$ cat src/rtl/sik_div_cell.sv
// One restoring-division step of the elbow cosine quotient.
// Depends on nothing.
module sik_div_cell (
   input  logic        clock,
   input  logic        advance,
   input  logic [62:0] rem_in,
   input  logic [29:0] quot_in,
   input  logic [62:0] den_in,
   output logic [62:0] rem_out,
   output logic [29:0] quot_out,
   output logic [62:0] den_out
);

   logic [63:0] shifted;
   logic [63:0] diff;
   logic        take;

   always_comb begin
      shifted = {rem_in, 1'b0};
      diff    = shifted - {1'b0, den_in};
      take    = shifted >= {1'b0, den_in};
   end

   always_ff @(posedge clock) begin
      if (advance) begin
         rem_out  <= take ? diff[62:0] : shifted[62:0];
         quot_out <= {quot_in[28:0], take};
         den_out  <= den_in;
      end
   end

endmodule

$ cat config.mk
export PLATFORM = sky130hd
export DESIGN_NAME = sik_div_cell
export DESIGN_NICKNAME = d
export VERILOG_FILES = /design/src/rtl/sik_div_cell.sv
export SDC_FILE = /design/constraint.sdc
export NUM_CORES = 1
export LEC_CHECK = 0
export BUFFER_PORTS_ARGS = -buffer_cell sky130_fd_sc_hd__buf_2
export CAP_MARGIN = 20
export CORE_AREA = 5 5 111 217
export CTS_CLUSTER_SIZE = 20
export DETAILED_ROUTE_END_ITERATION = 7
export DIE_AREA = 0 0 116 222
export PLACE_DENSITY_LB_ADDON = 0.1
export SLEW_MARGIN = 5
export SYNTH_ARGS = -nofsm -noshare
export SYNTH_HDL_FRONTEND = slang
export SYNTH_SLANG_ARGS = --single-unit
$ cat constraint.sdc
create_clock -name clock -period 4.5 [get_ports clock]
set_clock_uncertainty 0.15 [all_clocks]
set_input_delay 0.9 -clock clock [delete_from_list [all_inputs] [get_ports clock]]
set_output_delay 0.9 -clock clock [all_outputs]
set_load 0.01 [all_outputs]
==> impl_metrics.json <==
{
  "run_status": "finished clean",
  "timing.critical_path.required_ps": 4630,
  "worst_pin_slew_ps": 820,
  "cp_data_arrival_time_ps": 3900,
  "syn_inst": 951,
  "finalHoldViolCount": 0,
  "synth.area.top_cells": "edfxtp_1 48%, ha_1 8.1%, a21oi_1 5.9%",
  "cts-resized-gates": 0,
  "grt_first_pass_wirelength_um": 44200,
  "detail_route.drc_violations": 0,
  "slew_headroom_pct": 45.0,
  "finalMaxSlewViolations": 0,
  "postSynthNetCount": 1173,
  "vdd_drop_max_v": 0.000309,
  "period_share_pct": 83.8,
  "cp-start-kind": "input port",
  "critical_path_peak_fanout": 11,
  "top_reg_cell_synth": "edfxtp_1",
  "synth-seq-area-share_pct": 48.1,
  "fin_crit_ps": 3770,
  "worst_hold_path_type": "in -> reg",
  "cts-htree-levels": 4,
  "design.die.area_mm2": 0.0258,
  "wl_um": 29400,
  "clock-sinks": 156,
  "numCtsBuffers": 17,
  "postCtsHoldBufs": 0,
  "cellLeakagePower_nw": 5.45,
  "cts.path.max_buffers": 2,
  "area_leader_netlist": "edfxtp_1",
  "asyncSetResetFlopFracSynth_pct": 0,
  "mean_instance_size_in_the_synthesized_netlist_um2": 10.2,
  "placedInstanceArea_mm2": 0.0116,
  "max-cap-violations": 0,
  "finalWeightedCongestion": 0.920,
  "cts_tree": "built",
  "ys_seq_elements": 156,
  "cellPowerDensity_mw_per_mm2": 373,
  "fp-row-count": 77,
  "portBuffers": 312,
  "place_hpwl_um": 24000,
  "drtIter0Drc": 339,
  "grt_pass1_vias": 8611,
  "globalRoute.totalOverflow": 0,
  "grt_antenna_before_repair": 2,
  "grt_setup_unrepaired": "false",
  "coreArea_mm2": 0.0222,
  "clk_pin_slew_ps": 70,
  "post_drt_via_cell_ratio": 5.39,
  "start_util_pct": 44.0,
  "post-cts-setup-buffer-count": 0,
  "die_w_um": 116,
  "worst_setup_path_end_kind": "flop",
  "yosysWarnings": 0,
  "post_synth_instance_area_mm2": 0.00974,
  "synth_enable_flop_cells": 156,
  "num_vias": 8316,
  "achievable-frequency_ghz": 0.265,
  "setup_viol": 0,
  "critPathKind": "in -> reg",
  "drtAntennaViolNets": 0,
  "hold_start": "quot_in[20]",
  "hold_depth": 1,
  "fp.dieH_um": 222,
  "nFillCells": 2094,
  "drive_above_1_share_pct": 30.3,
  "cts-root-buf": "clkbuf_16",
  "wl_per_cell_um": 19.0,
  "synth_top_area_share_pct": 48.1,
  "grt_start_max_net_pins": 69,
  "finish.instance_area_mm2": 0.0122,
  "final_util_pct": 55.2,
  "layout-area-overhead-vs-synth_pct": 25.6,
  "tns_ps": 0,
  "globalRouteTotalUtil_pct": 22.7,
  "detailedRoute.firstPassIterationCount": 5,
  "nets": 1476,
  "synth_cell_types": 73,
  "min_to": "quot_out[21]",
  "top_level_ports": 314
}
-- synthesized netlist by cell type, types with 7 or more instances --
cell	number
edfxtp_1	156
a21oi_1	115
nor2_1	95
inv_1	75
ha_1	63
nand2_1	57
o21ai_0	37
a21o_1	34
buf_2	28
xnor2_1	27
xor2_1	26
nand4_1	22
nand3_1	16
clkbuf_1	12
o21bai_1	12
nor2b_1	11
nor3_1	11
mux2_1	10
nand2b_1	9
o211ai_1	8
a21boi_0	7
a31oi_1	7
-- worst max-delay path by stage --
| stage | startpoint | endpoint | slack, ps | depth (start not counted) |
|---|---|---|---|---|
| 3_5_place_dp | den_in[0] | rem_out[59] | 300 | 13 |
| 4_1_cts | den_in[0] | rem_out[61] | 750 | 13 |
| 2_1_floorplan | den_in[0] | rem_out[11] | 860 | 10 |
| 6_report | den_in[0] | rem_out[61] | 730 | 13 |
| 3_3_place_gp | den_in[0] | rem_out[59] | 320 | 13 |
| 5_1_grt | den_in[0] | rem_out[61] | 550 | 13 |
-- metal layers --
metal / GRT usage (%) / share of wire [%] / vias up
met5: 0 / 0.044 / -
met1: 19.5 / 31 / 3900
met2: 46.2 / 60 / 250
li1: - / - / 4099
met4: 11.4 / 4.3 / 2
met3: 4.32 / 4.9 / 65
-- report_power, final --
group / switching (W) / internal, W
clock: 0.000648 / 0.000894
sequential: 0.0000346 / 0.00180
combinational: 0.000702 / 0.000475
-- flip-flops by register name (all words and copies together), names as in the netlist --
signal    cells
den_out      63
quot_out     30
rem_out      63
-- worst max-delay path, stage by stage --
cell,delay (ps)
buf_2,110
inv_1,70
fa_1,450
a211oi_2,250
o21bai_2,150
o2111ai_2,310
a31oi_2,210
a2111oi_4,530
o21ai_4,180
buf_4,210
a21boi_0,130
a31o_1,190
nor3_1,190
-- logic make-up (layout without fill, tap and decap cells) --
logic type | after synthesis | after routing | share of synthesized area, %
compound gates | 286 | 286 | 19.7
xor+xnor | 53 | 53 | 4.77
buf+inv | 122 | 438 | 5.31
fa+ha+maj | 64 | 64 | 8.30
other cells | 0 | 1 | 0
simple gates | 257 | 257 | 12.4
flops | 156 | 156 | 48.1
mux | 13 | 13 | 1.48
-- area by class of cell --
| class | instances | area [µm²] | share of cell area (%) |
|---|---|---|---|
| well taps | 276 | 345 | 2.82 |
| multi-input cells | 673 | 4540 | 37.1 |
| repair buffers | 331 | 1750 | 14.3 |
| clock inverters | 15 | 203 | 1.66 |
| diodes | 1 | 2.50 | 0.0205 |
| inverters | 75 | 282 | 2.30 |
| clock buffers | 17 | 425 | 3.48 |
| flip-flops and latches | 156 | 4680 | 38.3 |
-- cell usage in the layout (no fill, tap or decap), types with 26 or more instances in the layout --
master | Yosys | layout
a21o_1 | 34 | 34
a21oi_1 | 115 | 115
buf_2 | 28 | 311
edfxtp_1 | 156 | 156
ha_1 | 63 | 63
inv_1 | 75 | 75
nand2_1 | 57 | 57
nor2_1 | 95 | 95
o21ai_0 | 37 | 37
xnor2_1 | 27 | 27
xor2_1 | 26 | 26
-- per-stage QoR --
stage / setup WS (ps) / instances / total power [W] / hold slack (ps)
global route: 554 / 1544 / 0.00479 / 453
finish: 729 / 1544 / 0.00456 / 482
floorplan: 865 / 951 / 0.00258 / 849
detailed placement: 303 / 1511 / 0.00305 / 929
global placement: 317 / 1511 / 0.00304 / 927
CTS: 749 / 1543 / 0.00461 / 456
No activity file was read; power rests on OpenSTA's default activity.
