`config.mk`:
```
export PLATFORM = sky130hd
export DESIGN_NAME = sik_sqrt_cell
export DESIGN_NICKNAME = d
export VERILOG_FILES = /design/src/rtl/sik_pkg.sv /design/src/rtl/sik_sqrt_cell.sv
export SDC_FILE = /design/constraint.sdc
export NUM_CORES = 1
export LEC_CHECK = 0
export BUFFER_PORTS_ARGS = -buffer_cell sky130_fd_sc_hd__buf_2
export CAP_MARGIN = 20
export CORE_MARGIN = 5
export CORE_UTILIZATION = 48
export DETAILED_ROUTE_END_ITERATION = 8
export PLACE_DENSITY = 0.78
export SYNTH_ARGS = -nofsm -noshare
export SYNTH_HDL_FRONTEND = slang
export SYNTH_SLANG_ARGS = --single-unit
```
`constraint.sdc`:
```
create_clock -name clock -period 3.15 [get_ports clock]
set_input_delay 0.315 -clock clock [delete_from_list [all_inputs] [get_ports clock]]
set_output_delay 0.315 -clock clock [all_outputs]
set_load 0.02 [all_outputs]
```
`src/rtl/sik_pkg.sv`:
```
// Shared types, constants and the CORDIC arc table for the SCARA inverse
// kinematics block. No dependencies.
package sik_pkg;

   localparam int CORDIC_W   = 34;  // CORDIC datapath width
   localparam int ANGLE_W    = 34;  // atan2 result width, binary angle units
   localparam int SCALE_BITS = 30;  // CORDIC operands are kept below 2^30
   localparam int DIV_STEPS  = 30;  // quotient bits of the elbow cosine
   localparam int SQRT_STEPS = 31;  // root bits of the elbow sine

   localparam logic signed [ANGLE_W-1:0] HALF_TURN    = 34'sd2147483648;
   localparam logic signed [ANGLE_W-1:0] QUARTER_TURN = 34'sd1073741824;

   // Special-case flags of one atan2 operand pair, carried down a CORDIC lane
   typedef struct packed {
      logic y_zero;
      logic x_zero;
      logic x_neg;
      logic y_neg;
   } lane_flags_type;

   // atan(2^-i) in binary angle units, full turn = 2^32
   function automatic logic [31:0] arc_angle(input int unsigned idx);
      logic [31:0] r;
      case (idx)
         0:  r = 32'h20000000;
         1:  r = 32'h12E4051E;
         2:  r = 32'h09FB385B;
         3:  r = 32'h051111D4;
         4:  r = 32'h028B0D43;
         5:  r = 32'h0145D7E1;
         6:  r = 32'h00A2F61E;
         7:  r = 32'h00517C55;
         8:  r = 32'h0028BE53;
         9:  r = 32'h00145F2F;
         10: r = 32'h000A2F98;
         11: r = 32'h000517CC;
         12: r = 32'h00028BE6;
         13: r = 32'h000145F3;
         14: r = 32'h0000A2FA;
         15: r = 32'h0000517D;
         16: r = 32'h000028BE;
         17: r = 32'h0000145F;
         18: r = 32'h00000A30;
         19: r = 32'h00000518;
         20: r = 32'h0000028C;
         21: r = 32'h00000146;
         22: r = 32'h000000A3;
         23: r = 32'h00000051;
         24: r = 32'h00000029;
         25: r = 32'h00000014;
         26: r = 32'h0000000A;
         27: r = 32'h00000005;
         28: r = 32'h00000003;
         29: r = 32'h00000001;
         30: r = 32'h00000001;
         default: r = 32'h00000000;
      endcase
      return r;
   endfunction

endpackage

```
`src/rtl/sik_sqrt_cell.sv`:
```
// One digit step of the integer square root of the elbow sine.
// Depends on sik_pkg.
module sik_sqrt_cell #(
   parameter int STEP = 0
) (
   input  logic        clock,
   input  logic        advance,
   input  logic [61:0] rad_in,
   input  logic [61:0] root_in,
   output logic [61:0] rad_out,
   output logic [61:0] root_out
);

   localparam logic [61:0] BIT_VAL = 62'd1 << (2 * (sik_pkg::SQRT_STEPS - 1 - STEP));

   logic [61:0] trial;
   logic        take;

   always_comb begin
      trial = root_in + BIT_VAL;
      take  = rad_in >= trial;
   end

   always_ff @(posedge clock) begin
      if (advance) begin
         rad_out  <= take ? rad_in - trial : rad_in;
         root_out <= take ? (root_in >> 1) + BIT_VAL : root_in >> 1;
      end
   end

endmodule

```
==> results.sh, run 1 <==
export IMPL_clk_path_buf_depth=2
export IMPL_syn_nets=1068
export IMPL_drc=0
export IMPL_finalWirelength_mm=24.91
export IMPL_setup_violations=0
export IMPL_rsz0062_at_grt="no"
export IMPL_gr_usage_met3=0.05995
export IMPL_core_area_mm2=0.01730
export IMPL_gp_congestion=0.9283
export IMPL_post_drt_via_cell_ratio=5.485
export IMPL_use_met1=0.3052
export IMPL_worst_pin_slew_ns=0.5802
export IMPL_numCtsBuffers=17
export IMPL_netlist_instances=879
export IMPL_drt_iter0_markers=686
export IMPL_first_pass_iters=5
export IMPL_synth_edf_count=124
export IMPL_port_buffers=249
export IMPL_yosysSeqAreaShare=0.4407
export IMPL_std_cell_rows=48
export IMPL_drive_gt1_frac=0.3314
export IMPL_dieArea_mm2=0.02036
export IMPL_period_share=0.9608
export IMPL_worstPathMaxFanout=5
export IMPL_syn_area_per_cell_um2=9.612
export IMPL_cp_start_kind="primary input"
export IMPL_ys_warn_count=0
export IMPL_ys_types=69
export IMPL_power_density_mw_per_mm2=522.8
export IMPL_postCtsSetupBuffers=0
export IMPL_post_cts_resized=0
export IMPL_fin_area_mm2=0.01120
export IMPL_grt_pass1_wl_mm=38.91
export IMPL_holdBufCountCts=0
export IMPL_cts_tree="yes"
export IMPL_outcome="complete, no violations"
export IMPL_die_w_um=142.7
export IMPL_cts_root_buf="clkbuf_16"
export IMPL_relSlewSlack=0.6099
export IMPL_die_y_um=142.7
export IMPL_ios=250
export IMPL_ys_seq_elements=124
export IMPL_busiest_layer="met2"
export IMPL_fin_util=0.6474
export IMPL_grt_met2_usage=0.4026
export IMPL_yosysMostFrequentCell="edfxtp_1"
export IMPL_netlist_top_cells_area="edfxtp_1 44%, ha_1 9.2%, a21oi_1 6.9%"
export IMPL_stdcell_count=1451
export IMPL_cap_violations=0
export IMPL_min_path_type="in -> reg"
export IMPL_htreeDepth=4
export IMPL_vias=7959
export IMPL_postRouteAntennaNets=0
export IMPL_layout_nets=1401
export IMPL_async_flop_share=0
export IMPL_timing_hold_ws_ns=0.07307
export IMPL_nFillCells=1444
export IMPL_crit_required_ns=3.40
export IMPL_vdd_ir_drop_max_v=0.0003922
export IMPL_dp_hpwl_mm=19.57
export IMPL_crit_type="in -> reg"
export IMPL_max_clock_freq_ghz=0.3304
export IMPL_fin_crit_ns=3.027
export IMPL_grt_start_max_net_pins=67
export IMPL_synth_top_area_frac=0.4407
export IMPL_antenna_found_initial=1
export IMPL_wl_per_cell_um=17.17
export IMPL_ys_top_cells_by_count="124 x edfxtp_1, 117 x a21oi_1, 83 x inv_1, 72 x nor2_1"
export IMPL_syn2layout_area_growth_pct=32.53
export IMPL_final_max_slew_viol_count=0
export IMPL_synth_top_flop_cell="edfxtp_1"
export IMPL_grt_ovfl_total=0
export IMPL_p_leak_nw=5.247
export IMPL_place_area_mm2=0.01062
export IMPL_synth_largest_area_cell="edfxtp_1"
export IMPL_crit_arrival_ns=3.28
export IMPL_grt_pass1_vias=7874
export IMPL_finalHoldViolCount=0
export IMPL_dp_cells=1418
export IMPL_clk_pin_slew_worst_paths_ns=0.06
export IMPL_cp_end_kind="flop"
export IMPL_mappedNetlistArea_mm2=0.008449
export IMPL_final_setup_tns_ns=0
export IMPL_initial_core_util=0.4885
export IMPL_grt_use_total=0.2390
export IMPL_clock_sinks=124
==> flip-flops by register name, indices dropped and copies added (netlist names) <==
| name | count |
|---|---|
| rad_out | 62 |
| root_out | 62 |
==> power by group <==
group	switching (mW)	leakage (nW)	internal, mW	total, mW
logic	1.14	3.78	0.762	1.90
clock network	0.771	0.248	1.08	1.85
registers	0.0452	1.21	2.06	2.10
==> kinds of logic (layout without fill, tap and decap cells) <==
logic type | after synthesis | in the layout | synth area share
AO/OA/AOI/OAI | 287 | 287 | 0.2135
XOR/XNOR | 55 | 55 | 0.05701
adder cells (fa/ha/maj) | 63 | 63 | 0.09418
buffers and inverters | 119 | 465 | 0.05968
flip-flops | 124 | 124 | 0.4407
multiplexers | 6 | 6 | 0.008144
other | 0 | 1 | 0
AND/OR/NAND/NOR | 225 | 225 | 0.1268
==> per-stage QoR <==
| stage | setup WS (ns) | power (mW) |
|---|---|---|
| after floorplan | 0.008392 | 3.293 |
| after global placement | -0.2672 | 3.972 |
| after detailed placement | -0.2926 | 4.008 |
| after CTS | 0.1236 | 5.861 |
| after global routing | 0.01123 | 6.130 |
| final | 0.1234 | 5.855 |
==> worst paths after layout <==
check,start,to,slack [ns],cells past startpoint
worst max-delay path,root_in[25],rad_out[59],0.12,16
worst min-delay path,root_in[9],root_out[8],0.07,1
==> cell type report <==
type                       count  area, um^2  share of cell area
antenna                        1       2.502           0.0002235
clock buffer                  17       425.4             0.03799
clock inverter                15       126.4             0.01128
inverter                      83       311.5             0.02782
multi-input combinational    636        4254              0.3799
sequential                   124        3724              0.3325
tap                          225       281.5             0.02514
timing repair buffer         350        2073              0.1851
==> layer usage <==
metal / vias up / wire length [um]
met5: - / 0
met4: 0 / 501
met3: 36 / 1928
met2: 342 / 12010
met1: 3695 / 10470
li1: 3886 / -
==> critical path, stage by stage <==
cell	delay, ns
buf_2	0.08
inv_1	0.06
ha_1	0.32
nand4_1	0.21
nor4_2	0.31
buf_4	0.17
nand3_1	0.08
nor3_1	0.17
a311oi_1	0.10
buf_4	0.18
a21o_1	0.19
buf_4	0.13
a21oi_2	0.31
a21oi_1	0.18
o211a_1	0.24
a311oi_2	0.24
==> cells in the final DEF, fill, tap and decap left out, types with 3 or more instances in the layout <==
cell type   netlist  routed
o21ai_0          45      45
nand3_1          15      15
a211oi_1          4       3
xnor2_1          31      31
nor2_1           72      72
clkbuf_16         0      17
a31o_2            3       3
inv_1            83      83
o21bai_1          8       8
o21a_1            6       5
buf_12            0       5
o31ai_1           7       7
nand2b_1          9       9
and2_1            6       6
a21o_1           42      42
buf_2             1     248
o211ai_1         14      14
clkinvlp_4        0       7
a21oi_2           3       3
or3_1             3       3
nor3_1           15      15
edfxtp_1        124     124
nand2_1          62      62
a21oi_1         117     117
buf_4             5      96
and4_1            4       4
nand4_1          18      18
a31oi_1          11      11
and3_1            8       8
xor2_1           24      24
ha_1             62      62
Power figures use the tool's default switching activity.
==> run 2: changes to the inputs <==
--- a/config.mk
+++ b/config.mk
@@ -6,11 +6,10 @@
 export NUM_CORES = 1
 export LEC_CHECK = 0
 export BUFFER_PORTS_ARGS = -buffer_cell sky130_fd_sc_hd__buf_2
-export CAP_MARGIN = 20
 export CORE_MARGIN = 5
-export CORE_UTILIZATION = 48
+export CORE_UTILIZATION = 51
 export DETAILED_ROUTE_END_ITERATION = 8
-export PLACE_DENSITY = 0.78
+export PLACE_DENSITY = 0.79
 export SYNTH_ARGS = -nofsm -noshare
 export SYNTH_HDL_FRONTEND = slang
 export SYNTH_SLANG_ARGS = --single-unit
==> constraint.sdc (replaced) <==
create_clock -name clock -period 3.6 [get_ports clock]
set_input_delay 0.36 -clock clock [delete_from_list [all_inputs] [get_ports clock]]
set_output_delay 0.36 -clock clock [all_outputs]
set_load 0.02 [all_outputs]
==> run 2 against run 1 <==
Against the previous run:
- sequential power shrank 12%
- largest cell class unchanged
- critical path type unchanged
- highest routed layer unchanged
- sequential share of layout area increased by 1.7 points
- setup slack better by 0.25 ns
- clock power shrank 12%
- die area down 5.5%
==> results.sh, run 2 (synthesized netlist as in run 1, its figures left out) <==
export IMPL_crit_required_ns=3.77
export IMPL_outcome="complete, no violations"
export IMPL_vias=7820
export IMPL_ios=250
export IMPL_first_pass_iters=5
export IMPL_cp_start_kind="primary input"
export IMPL_max_clock_freq_ghz=0.3102
export IMPL_numCtsBuffers=17
export IMPL_dp_cells=1353
export IMPL_clk_pin_slew_worst_paths_ns=0.06
export IMPL_crit_type="in -> reg"
export IMPL_die_w_um=138.7
export IMPL_grt_pass1_wl_mm=39.61
export IMPL_core_area_mm2=0.01641
export IMPL_cts_root_buf="clkbuf_16"
export IMPL_drt_iter0_markers=663
export IMPL_cp_end_kind="flop"
export IMPL_p_leak_nw=4.938
export IMPL_postRouteAntennaNets=0
export IMPL_cap_violations=0
export IMPL_dieArea_mm2=0.01924
export IMPL_worstPathMaxFanout=4
export IMPL_wl_per_cell_um=17.75
export IMPL_cp_endpoint="rad_out[48]"
export IMPL_finalHoldViolCount=0
export IMPL_port_buffers=249
export IMPL_htreeDepth=4
export IMPL_finalWirelength_mm=24.58
export IMPL_drc=0
export IMPL_period_share=0.8954
export IMPL_cts_tree="yes"
export IMPL_crit_arrival_ns=3.39
export IMPL_std_cell_rows=47
export IMPL_vdd_ir_drop_max_v=0.0003141
export IMPL_rsz0062_at_grt="no"
export IMPL_gp_congestion=0.9655
export IMPL_worst_slack_ns=0.3766
export IMPL_antenna_found_initial=0
export IMPL_clk_path_buf_depth=2
export IMPL_nFillCells=1365
export IMPL_crit_path_start="rad_in[0]"
export IMPL_fin_crit_ns=3.223
export IMPL_relSlewSlack=0.3308
export IMPL_power_density_mw_per_mm2=471.2
export IMPL_dp_hpwl_mm=18.88
export IMPL_setup_violations=0
export IMPL_post_drt_via_cell_ratio=5.646
export IMPL_pre_cts_ws_ns=-0.1962
export IMPL_syn2layout_area_growth_pct=26.09
export IMPL_drive_gt1_frac=0.2927
export IMPL_grt_start_max_net_pins=104
export IMPL_grt_pass1_vias=7711
export IMPL_reg_top3="rad_out x62, root_out x62"
export IMPL_final_setup_tns_ns=0
export IMPL_grt_use_total=0.2524
export IMPL_clock_sinks=124
export IMPL_die_y_um=138.7
export IMPL_min_path_type="in -> reg"
export IMPL_worst_pin_slew_ns=1.004
export IMPL_initial_core_util=0.5150
export IMPL_num_antenna_cells=0
export IMPL_layout_common_cells="248 x buf_2, 124 x edfxtp_1, 117 x a21oi_1"
export IMPL_layout_nets=1341
export IMPL_grt_ovfl_total=0
export IMPL_layout_commonest_cell="buf_2"
export IMPL_stdcell_count=1385
export IMPL_final_max_slew_viol_count=0
run 2: through the flow:
| step | total power, mW | hold WS (ns) | util | cell area (um^2) |
|---|---|---|---|---|
| after floorplan | 2.881 | 0.4589 | - | 8449 |
| after global placement | 3.371 | 0.5514 | 0.6154 | 10100 |
| after detailed placement | 3.396 | 0.5531 | 0.6154 | 10100 |
| after CTS | 5.019 | 0.1096 | 0.6490 | 10650 |
| after global routing | 5.262 | 0.1083 | 0.6494 | 10650 |
| final | 5.021 | 0.1196 | 0.6494 | 10650 |
run 2: how the worst min path moves through the flow:
stage                start      endpoint  cells after the start
6_report       root_in[18]  root_out[17]                      1
5_1_grt        root_in[53]  root_out[52]                      1
4_1_cts         root_in[3]   root_out[2]                      1
3_5_place_dp   root_in[46]  root_out[45]                      1
3_3_place_gp   root_in[58]  root_out[57]                      1
2_1_floorplan   root_in[1]   root_out[0]                      0
run 2: area by class of cell:
type | count | area, um^2 | share of cell area
clock buffers | 17 | 425.4 | 0.03993
inverters | 83 | 311.5 | 0.02924
well taps | 220 | 275.3 | 0.02584
clock inverters | 15 | 125.1 | 0.01174
flip-flops and latches | 124 | 3724 | 0.3495
repair buffers | 290 | 1560 | 0.1464
multi-input cells | 636 | 4233 | 0.3973
run 2: worst max-delay path, cell delays in order:
cell	delay, ns
buf_2	0.10
inv_1	0.05
ha_1	0.18
inv_1	0.06
fa_1	0.39
a211oi_1	0.22
o21ai_1	0.18
a41o_1	0.31
a221oi_1	0.42
nand2_1	0.20
a21oi_2	0.27
nor3_1	0.09
o22ai_1	0.16
xnor2_1	0.08
mux2_1	0.30
run 2: report_power, final:
group,total (mW),switching [mW],internal (mW)
clock network,1.62,0.680,0.943
logic,1.55,0.975,0.579
registers,1.84,0.0403,1.80
run 2: timing repair:
| action | 4_1_cts | 5_1_grt |
|---|---|---|
| hold endpoints to repair | 0 | 0 |
| buffers inserted | 0 | 0 |
| resized for setup | 0 | 1 |
| setup endpoints to repair | 0 | 14 |
| hold buffers | 0 | 0 |
run 2: layer usage:
metal  global-route usage  part of all wire  vias to the layer above
met1               0.3373              0.43                     3665
met3              0.05621             0.074                       35
met2               0.4139              0.47                      349
met4              0.07724             0.021                        0
li1                     -                 -                     3771
met5                    0                 0                        -
